### src/rtl/tba_ram.sv
`timescale 1ns / 1ps

module tba_ram #(
  parameter int WIDTH = 8,
  parameter int DEPTH = 128
) (
  input  logic                     clk_i,
  input  logic                     we_i,
  input  logic [$clog2(DEPTH)-1:0] waddr_i,
  input  logic [WIDTH-1:0]         wdata_i,
  input  logic                     re_i,
  input  logic [$clog2(DEPTH)-1:0] raddr_i,
  output logic [WIDTH-1:0]         rdata_o
);

  logic [WIDTH-1:0] mem [DEPTH];
  logic [WIDTH-1:0] rdata_q;

  always_ff @(posedge clk_i) begin
    if (we_i) begin
      mem[waddr_i] <= wdata_i;
    end
    if (re_i) begin
      rdata_q <= mem[raddr_i];
    end
  end

  assign rdata_o = rdata_q;

endmodule

### config.mk
export PLATFORM = sky130hd
export DESIGN_NAME = tba_ram
export DESIGN_NICKNAME = d
export VERILOG_FILES = /design/src/rtl/tba_ram.sv
export SDC_FILE = /design/constraint.sdc
export NUM_CORES = 1
export LEC_CHECK = 0
export BUFFER_PORTS_ARGS = -buffer_cell sky130_fd_sc_hd__clkbuf_2
export CORE_UTILIZATION = 45
export CTS_BUF_LIST = sky130_fd_sc_hd__clkbuf_8
export DETAILED_ROUTE_END_ITERATION = 12
export HOLD_SLACK_MARGIN = 0.08
export SETUP_SLACK_MARGIN = 0.3
export SYNTH_ARGS = -nofsm -noshare
export SYNTH_HDL_FRONTEND = slang
export SYNTH_SLANG_ARGS = --single-unit
### constraint.sdc
create_clock -name clk_i -period 5 [get_ports clk_i]
set_input_delay 1.5 -clock clk_i [delete_from_list [all_inputs] [get_ports clk_i]]
set_output_delay 1.5 -clock clk_i [all_outputs]
set_load 0.02 [all_outputs]
## Word-level counts from Yosys, hierarchy flattened

Memories as Yosys holds them, arrays and structs flattened. A register that Yosys moved wholly into a read port is not among the register bits.
Cells that the tools add are included.

- Muxes and demuxes: 2

Operator list:

| kind | count |
|---|---|
| $mux 1 | 2 |

- Bits in registers: 0
- RAM bits: 1,024
- Input bits: 25
- Output and inout bits: 8
- Logic and storage cells: 3
- Memories: 1

Memory list:

| name | depth | bits a word | read ports | clocked after memory_dff | write ports | RTL line | RTL |
|---|---|---|---|---|---|---|---|
| mem | 128 | 8 | 1 | 1 | 1 | 16 | `logic [WIDTH-1:0] mem [DEPTH];` |

## Longest topological paths before layout

- Depth after elaboration: 2
- Mapped depth: 7
- Gate-level depth less buffers: 4

## Worst setup path before layout

No wires, ideal clock.

- Path kind: input -> register
- From: input raddr_i[0]
- To: register rdata_q[0], in the netlist rdata_o[0], read port of mem, data pin
- Setup time: 0.260 ns
- Arrival: 3.884 ns
- Data required time: 4.740 ns
- Path slack: 0.857 ns
- Stages on the path: 6
- Path buffers: 2
- Cells stage by stage: clkbuf_1 -> buf_1 -> mux4_2 -> mux4_2 -> mux4_2 -> mux2_2

RTL lines:

| what | RTL line | RTL |
|---|---|---|
| start: declaration | 12 | `input logic [$clog2(DEPTH)-1:0] raddr_i,` |
| end: declaration | 17 | `logic [WIDTH-1:0] rdata_q;` |

==> flow_summary.html <==
<table>
<tr><th>Metric</th><th>Value</th></tr>
<tr><th colspan="2">Clock network</th></tr>
<tr><td>CTS Buffer Depth</td><td>3</td></tr>
<tr><td>Post-CTS Hold Fix Bufs</td><td>0</td></tr>
<tr><td>Clock input transition at the sequential cells of the worst setup and hold paths</td><td>0.06 ns</td></tr>
<tr><td>Clock Latency Late Sink</td><td>0.81 ns</td></tr>
<tr><td>Total number of H-tree levels</td><td>4</td></tr>
<tr><td>Clk sinks</td><td>1032</td></tr>
<tr><td>Cell at the root of the clock tree</td><td>clkbuf_8</td></tr>
<tr><td>CTS tree</td><td>built</td></tr>
<tr><td>Post_cts resized</td><td>0</td></tr>
<tr><td>Inserted Clock Buffers</td><td>164</td></tr>
<tr><td>Number of buffers inserted by post-CTS setup repair</td><td>0</td></tr>
<tr><th colspan="2">Cells and area</th></tr>
<tr><td>Fin area</td><td>0.0450 mm^2</td></tr>
<tr><td>Area added between synthesis and finish</td><td>13.3%</td></tr>
<tr><td>Filler Cell Count</td><td>6759</td></tr>
<tr><td>Final layout net count</td><td>1885</td></tr>
<tr><td>Fraction of final layout cells with drive strength greater than 1</td><td>34.5%</td></tr>
<tr><th colspan="2">Synth</th></tr>
<tr><td>Yosys reg bits</td><td>1032</td></tr>
<tr><td>Warnings, synthesis</td><td>0</td></tr>
<tr><td>Synth Net Count</td><td>1660</td></tr>
<tr><td>Proportion of synthesized flip-flops having asynchronous set or reset</td><td>0%</td></tr>
<tr><td>Most frequent cells after synthesis</td><td>1032 x edfxtp_1, 336 x mux4_2, 122 x nor2_1, 44 x clkbuf_1, 18 x buf_1</td></tr>
<tr><td>Synth Cell Area</td><td>0.0397 mm^2</td></tr>
<tr><td>Top-area cell type share of the netlist area</td><td>78.0%</td></tr>
<tr><td>Number of enable flip-flop cells after synthesis</td><td>1032</td></tr>
<tr><td>Count leader, synth</td><td>edfxtp_1</td></tr>
<tr><td>Cells after Synth</td><td>1635</td></tr>
<tr><td>Distinct cell type count of the synthesized netlist</td><td>16</td></tr>
<tr><td>Dominant register cell in the synthesized netlist</td><td>edfxtp_1</td></tr>
<tr><td>Sequential share of the synthesized area</td><td>78.0%</td></tr>
<tr><td>Synth area leaders</td><td>edfxtp_1 78%, mux4_2 19%, nor2_1 1.2%</td></tr>
<tr><td>Synthesized area divided by synthesized cell count</td><td>24.3 um^2</td></tr>
<tr><td>Post-synth top area cell</td><td>edfxtp_1</td></tr>
<tr><th colspan="2">Setup path</th></tr>
<tr><td>Worst setup path class</td><td>in2reg</td></tr>
<tr><td>Worst stage delay on the critical path</td><td>0.57 ns</td></tr>
<tr><td>Reg-to-reg critical path endpoint</td><td>rdata_o[2]</td></tr>
<tr><td>Crit path capture type</td><td>register</td></tr>
<tr><td>Cells along the critical path</td><td>buf_8, buf_12, buf_12, mux4_2, mux4_2, mux4_2, mux2_2</td></tr>
<tr><td>Cell type of the slowest stage on the worst timing path</td><td>mux4_2</td></tr>
<tr><td>Peak fanout along the critical path</td><td>25</td></tr>
<tr><td>CP dominant cell by count</td><td>mux4_2</td></tr>
<tr><td>Startpoint of the worst-slack reg-to-reg timing path</td><td>mem[60][2]</td></tr>
<tr><td>Startpoint type of the worst setup path</td><td>input port</td></tr>
<tr><td>Worst path required time</td><td>5.54 ns</td></tr>
<tr><td>Data arrival time of the critical path</td><td>4.13 ns</td></tr>
<tr><td>Worst reg-to-reg setup slack</td><td>2.44 ns</td></tr>
<tr><td>Logic depth of the worst register-to-register path</td><td>4</td></tr>
<tr><th colspan="2">Global route</th></tr>
<tr><td>Pin count of the biggest net entering global routing</td><td>129</td></tr>
<tr><td>Wire length of the first global-routing pass</td><td>135 mm</td></tr>
<tr><td>Number of antenna violations at the first check in global routing</td><td>15</td></tr>
<tr><td>Via count of the first global-routing pass</td><td>19.2k</td></tr>
<tr><td>Global routing usage summed across all routing layers</td><td>21.4%</td></tr>
<tr><td>Total gr overflow</td><td>0</td></tr>
<tr><th colspan="2">Pwr</th></tr>
<tr><td>Power per standard cell area</td><td>375 mW/mm^2</td></tr>
<tr><td>Register share of total power</td><td>56.8%</td></tr>
<tr><td>Net Switching</td><td>3.85 mW</td></tr>
<tr><td>Maximum ir drop on the vdd rail</td><td>280 uV</td></tr>
<tr><td>Leakage power</td><td>14.1 nW</td></tr>
<tr><td>Portion of total power attributed to combinational logic</td><td>5.5%</td></tr>
<tr><td>Clock power share</td><td>37.8%</td></tr>
<tr><td>Switching share of power</td><td>22.8%</td></tr>
<tr><td>Power Internal</td><td>13.0 mW</td></tr>
<tr><th colspan="2">Hold path</th></tr>
<tr><td>Cell depth of the worst min-delay path</td><td>1</td></tr>
<tr><td>End point of the most critical hold path</td><td>rdata_o[0]</td></tr>
<tr><td>Worst hold path startpoint</td><td>re_i</td></tr>
<tr><td>Path class of the lowest-slack min-delay path</td><td>in2reg</td></tr>
<tr><th colspan="2">Floorplan</th></tr>
<tr><td>Initial Utilization</td><td>45.6%</td></tr>
<tr><td>Die ar.</td><td>0.0895 mm^2</td></tr>
<tr><td>Number of I/O pins</td><td>33</td></tr>
<tr><td>Standard cell core area</td><td>0.0872 mm^2</td></tr>
<tr><td>Die H</td><td>299 um</td></tr>
<tr><td>Width of the chip</td><td>299 um</td></tr>
<tr><td>Number of cell rows</td><td>108</td></tr>
<tr><th colspan="2">Detailed routing</th></tr>
<tr><td>Sum of routed wire length over all layers</td><td>93.4 mm</td></tr>
<tr><td>Residual DRC</td><td>0</td></tr>
<tr><td>Via density per instance</td><td>5.80</td></tr>
<tr><td>Count of antenna-violating nets left after detailed routing</td><td>0</td></tr>
<tr><td>Number of vias after detailed routing</td><td>18.3k</td></tr>
<tr><td>DR iter-0 viols</td><td>1758</td></tr>
<tr><td>First drt pass iteration count</td><td>5</td></tr>
<tr><td>Detailed-route wire length per cell</td><td>29.7 um</td></tr>
<tr><th colspan="2">Run</th></tr>
<tr><td>Count of maximum capacitance violations</td><td>0</td></tr>
<tr><th colspan="2">Place</th></tr>
<tr><td>Gp weighted congestion</td><td>0.810</td></tr>
<tr><td>Total placed instance area</td><td>0.0421 mm^2</td></tr>
<tr><td>Port Buffer Count</td><td>32</td></tr>
<tr><td>Detail Placement HPWL</td><td>57.9 mm</td></tr>
<tr><th colspan="2">Timing</th></tr>
<tr><td>Worst setup skew after layout</td><td>0.0319 ns</td></tr>
<tr><td>Final Hold Vio Count</td><td>0</td></tr>
<tr><td>RSZ-0062 raised after global routing</td><td>false</td></tr>
<tr><td>Final setup fails</td><td>0</td></tr>
<tr><td>Slew of the pin with the lowest slew margin</td><td>1.17 ns</td></tr>
<tr><td>Final number of max-transition violations</td><td>0</td></tr>
<tr><td>Sum of negative setup slack</td><td>0 ns</td></tr>
<tr><td>Part of the cycle the worst path needs</td><td>71.9%</td></tr>
<tr><td>Final critical-path required period</td><td>3.60 ns</td></tr>
<tr><td>Max Fclk</td><td>278 MHz</td></tr>
<tr><td>Worst relative slew slack</td><td>22.1%</td></tr>
<tr><th colspan="2">Outcome</th></tr>
<tr><td>Result of the run</td><td>finished clean</td></tr>
</table>
## worst max-delay path: cells and delay by family
| kind | cells | cell delay (ns) |
|---|---|---|
| buffers and inverters | 3 | 0.67 |
| multiplexers | 4 | 1.92 |
## layout by cell type (no fill, tap or decap), types with 4 or more instances in the layout
cell type | synthesis | final
nor3_1 | 9 | 9
buf_4 | 11 | 106
mux4_2 | 336 | 336
clkbuf_8 | 0 | 164
mux2_2 | 8 | 8
edfxtp_1 | 1032 | 1032
inv_1 | 0 | 65
clkinv_2 | 0 | 15
clkinv_1 | 0 | 36
inv_8 | 0 | 4
inv_6 | 0 | 4
buf_12 | 0 | 20
diode_2 | 0 | 4
nand3_1 | 12 | 12
nor2_1 | 122 | 122
clkbuf_2 | 0 | 20
clkinv_8 | 0 | 5
nor2b_1 | 7 | 7
nand2_1 | 14 | 14
## power groups by stage
| stage | clock (mW) | combinational (mW) | sequential [mW] |
|---|---|---|---|
| after floorplan | 0 | 0.483 | 9.76 |
| after global placement | 0 | 0.923 | 9.77 |
| after detailed placement | 0 | 0.937 | 9.77 |
| after CTS | 6.53 | 0.938 | 9.59 |
| after global routing | 6.87 | 0.968 | 9.59 |
| final | 6.38 | 0.923 | 9.59 |
## area by class of cell
cell class,instances,area (um^2),share of cell area (%)
antenna,4,10.0,0.0222
clock inverter,131,639,1.42
clock buffer,164,2260,5.01
sequential,1032,31000,68.8
multi-input combinational,514,8350,18.6
tap,1155,1450,3.21
timing repair buffer,148,1330,2.95
## state kept, by name (all words and copies together), names as in the netlist
signal   flops
mem       1024
rdata_o      8
## worst max path at each step
stage / startpoint / endpoint / slack, ns / cells past startpoint
4_1_cts: raddr_i[0] / rdata_o[7] / 1.45 / 7
5_1_grt: raddr_i[0] / rdata_o[7] / 1.39 / 7
2_1_floorplan: raddr_i[0] / rdata_o[0] / 0.86 / 6
3_3_place_gp: raddr_i[0] / rdata_o[7] / 0.56 / 7
3_5_place_dp: raddr_i[0] / rdata_o[7] / 0.56 / 7
6_report: raddr_i[0] / rdata_o[2] / 1.40 / 7
## per-stage QoR
step,hold slack [ns],total power [mW],utilization [%],setup WS (ns),std cells
2_1_floorplan,1.15,10.2,-,0.857,1635
4_1_cts,1.05,17.1,51.6,1.45,3144
3_5_place_dp,1.23,10.7,48.3,0.565,2849
3_3_place_gp,1.21,10.7,48.3,0.562,2849
5_1_grt,1.09,17.4,51.7,1.39,3147
6_report,1.12,16.9,51.7,1.40,3148
## metal layers
layer  wire [um]  vias to the layer above  GRT usage, %
met2       46200                      705          33.9
met1       38000                     9851          29.4
met4        2200                        6          6.84
li1            -                     7531             -
met3        7020                      160          5.28
met5          35                        -             0
## cells by family after synthesis
family	after synthesis	synth area share [%]
multiplexers	344	19.3
buffers and inverters	89	1.01
flip-flops	1032	78.0
AND/OR/NAND/NOR	170	1.75
Note: power is estimated with default switching activity, not from simulation.
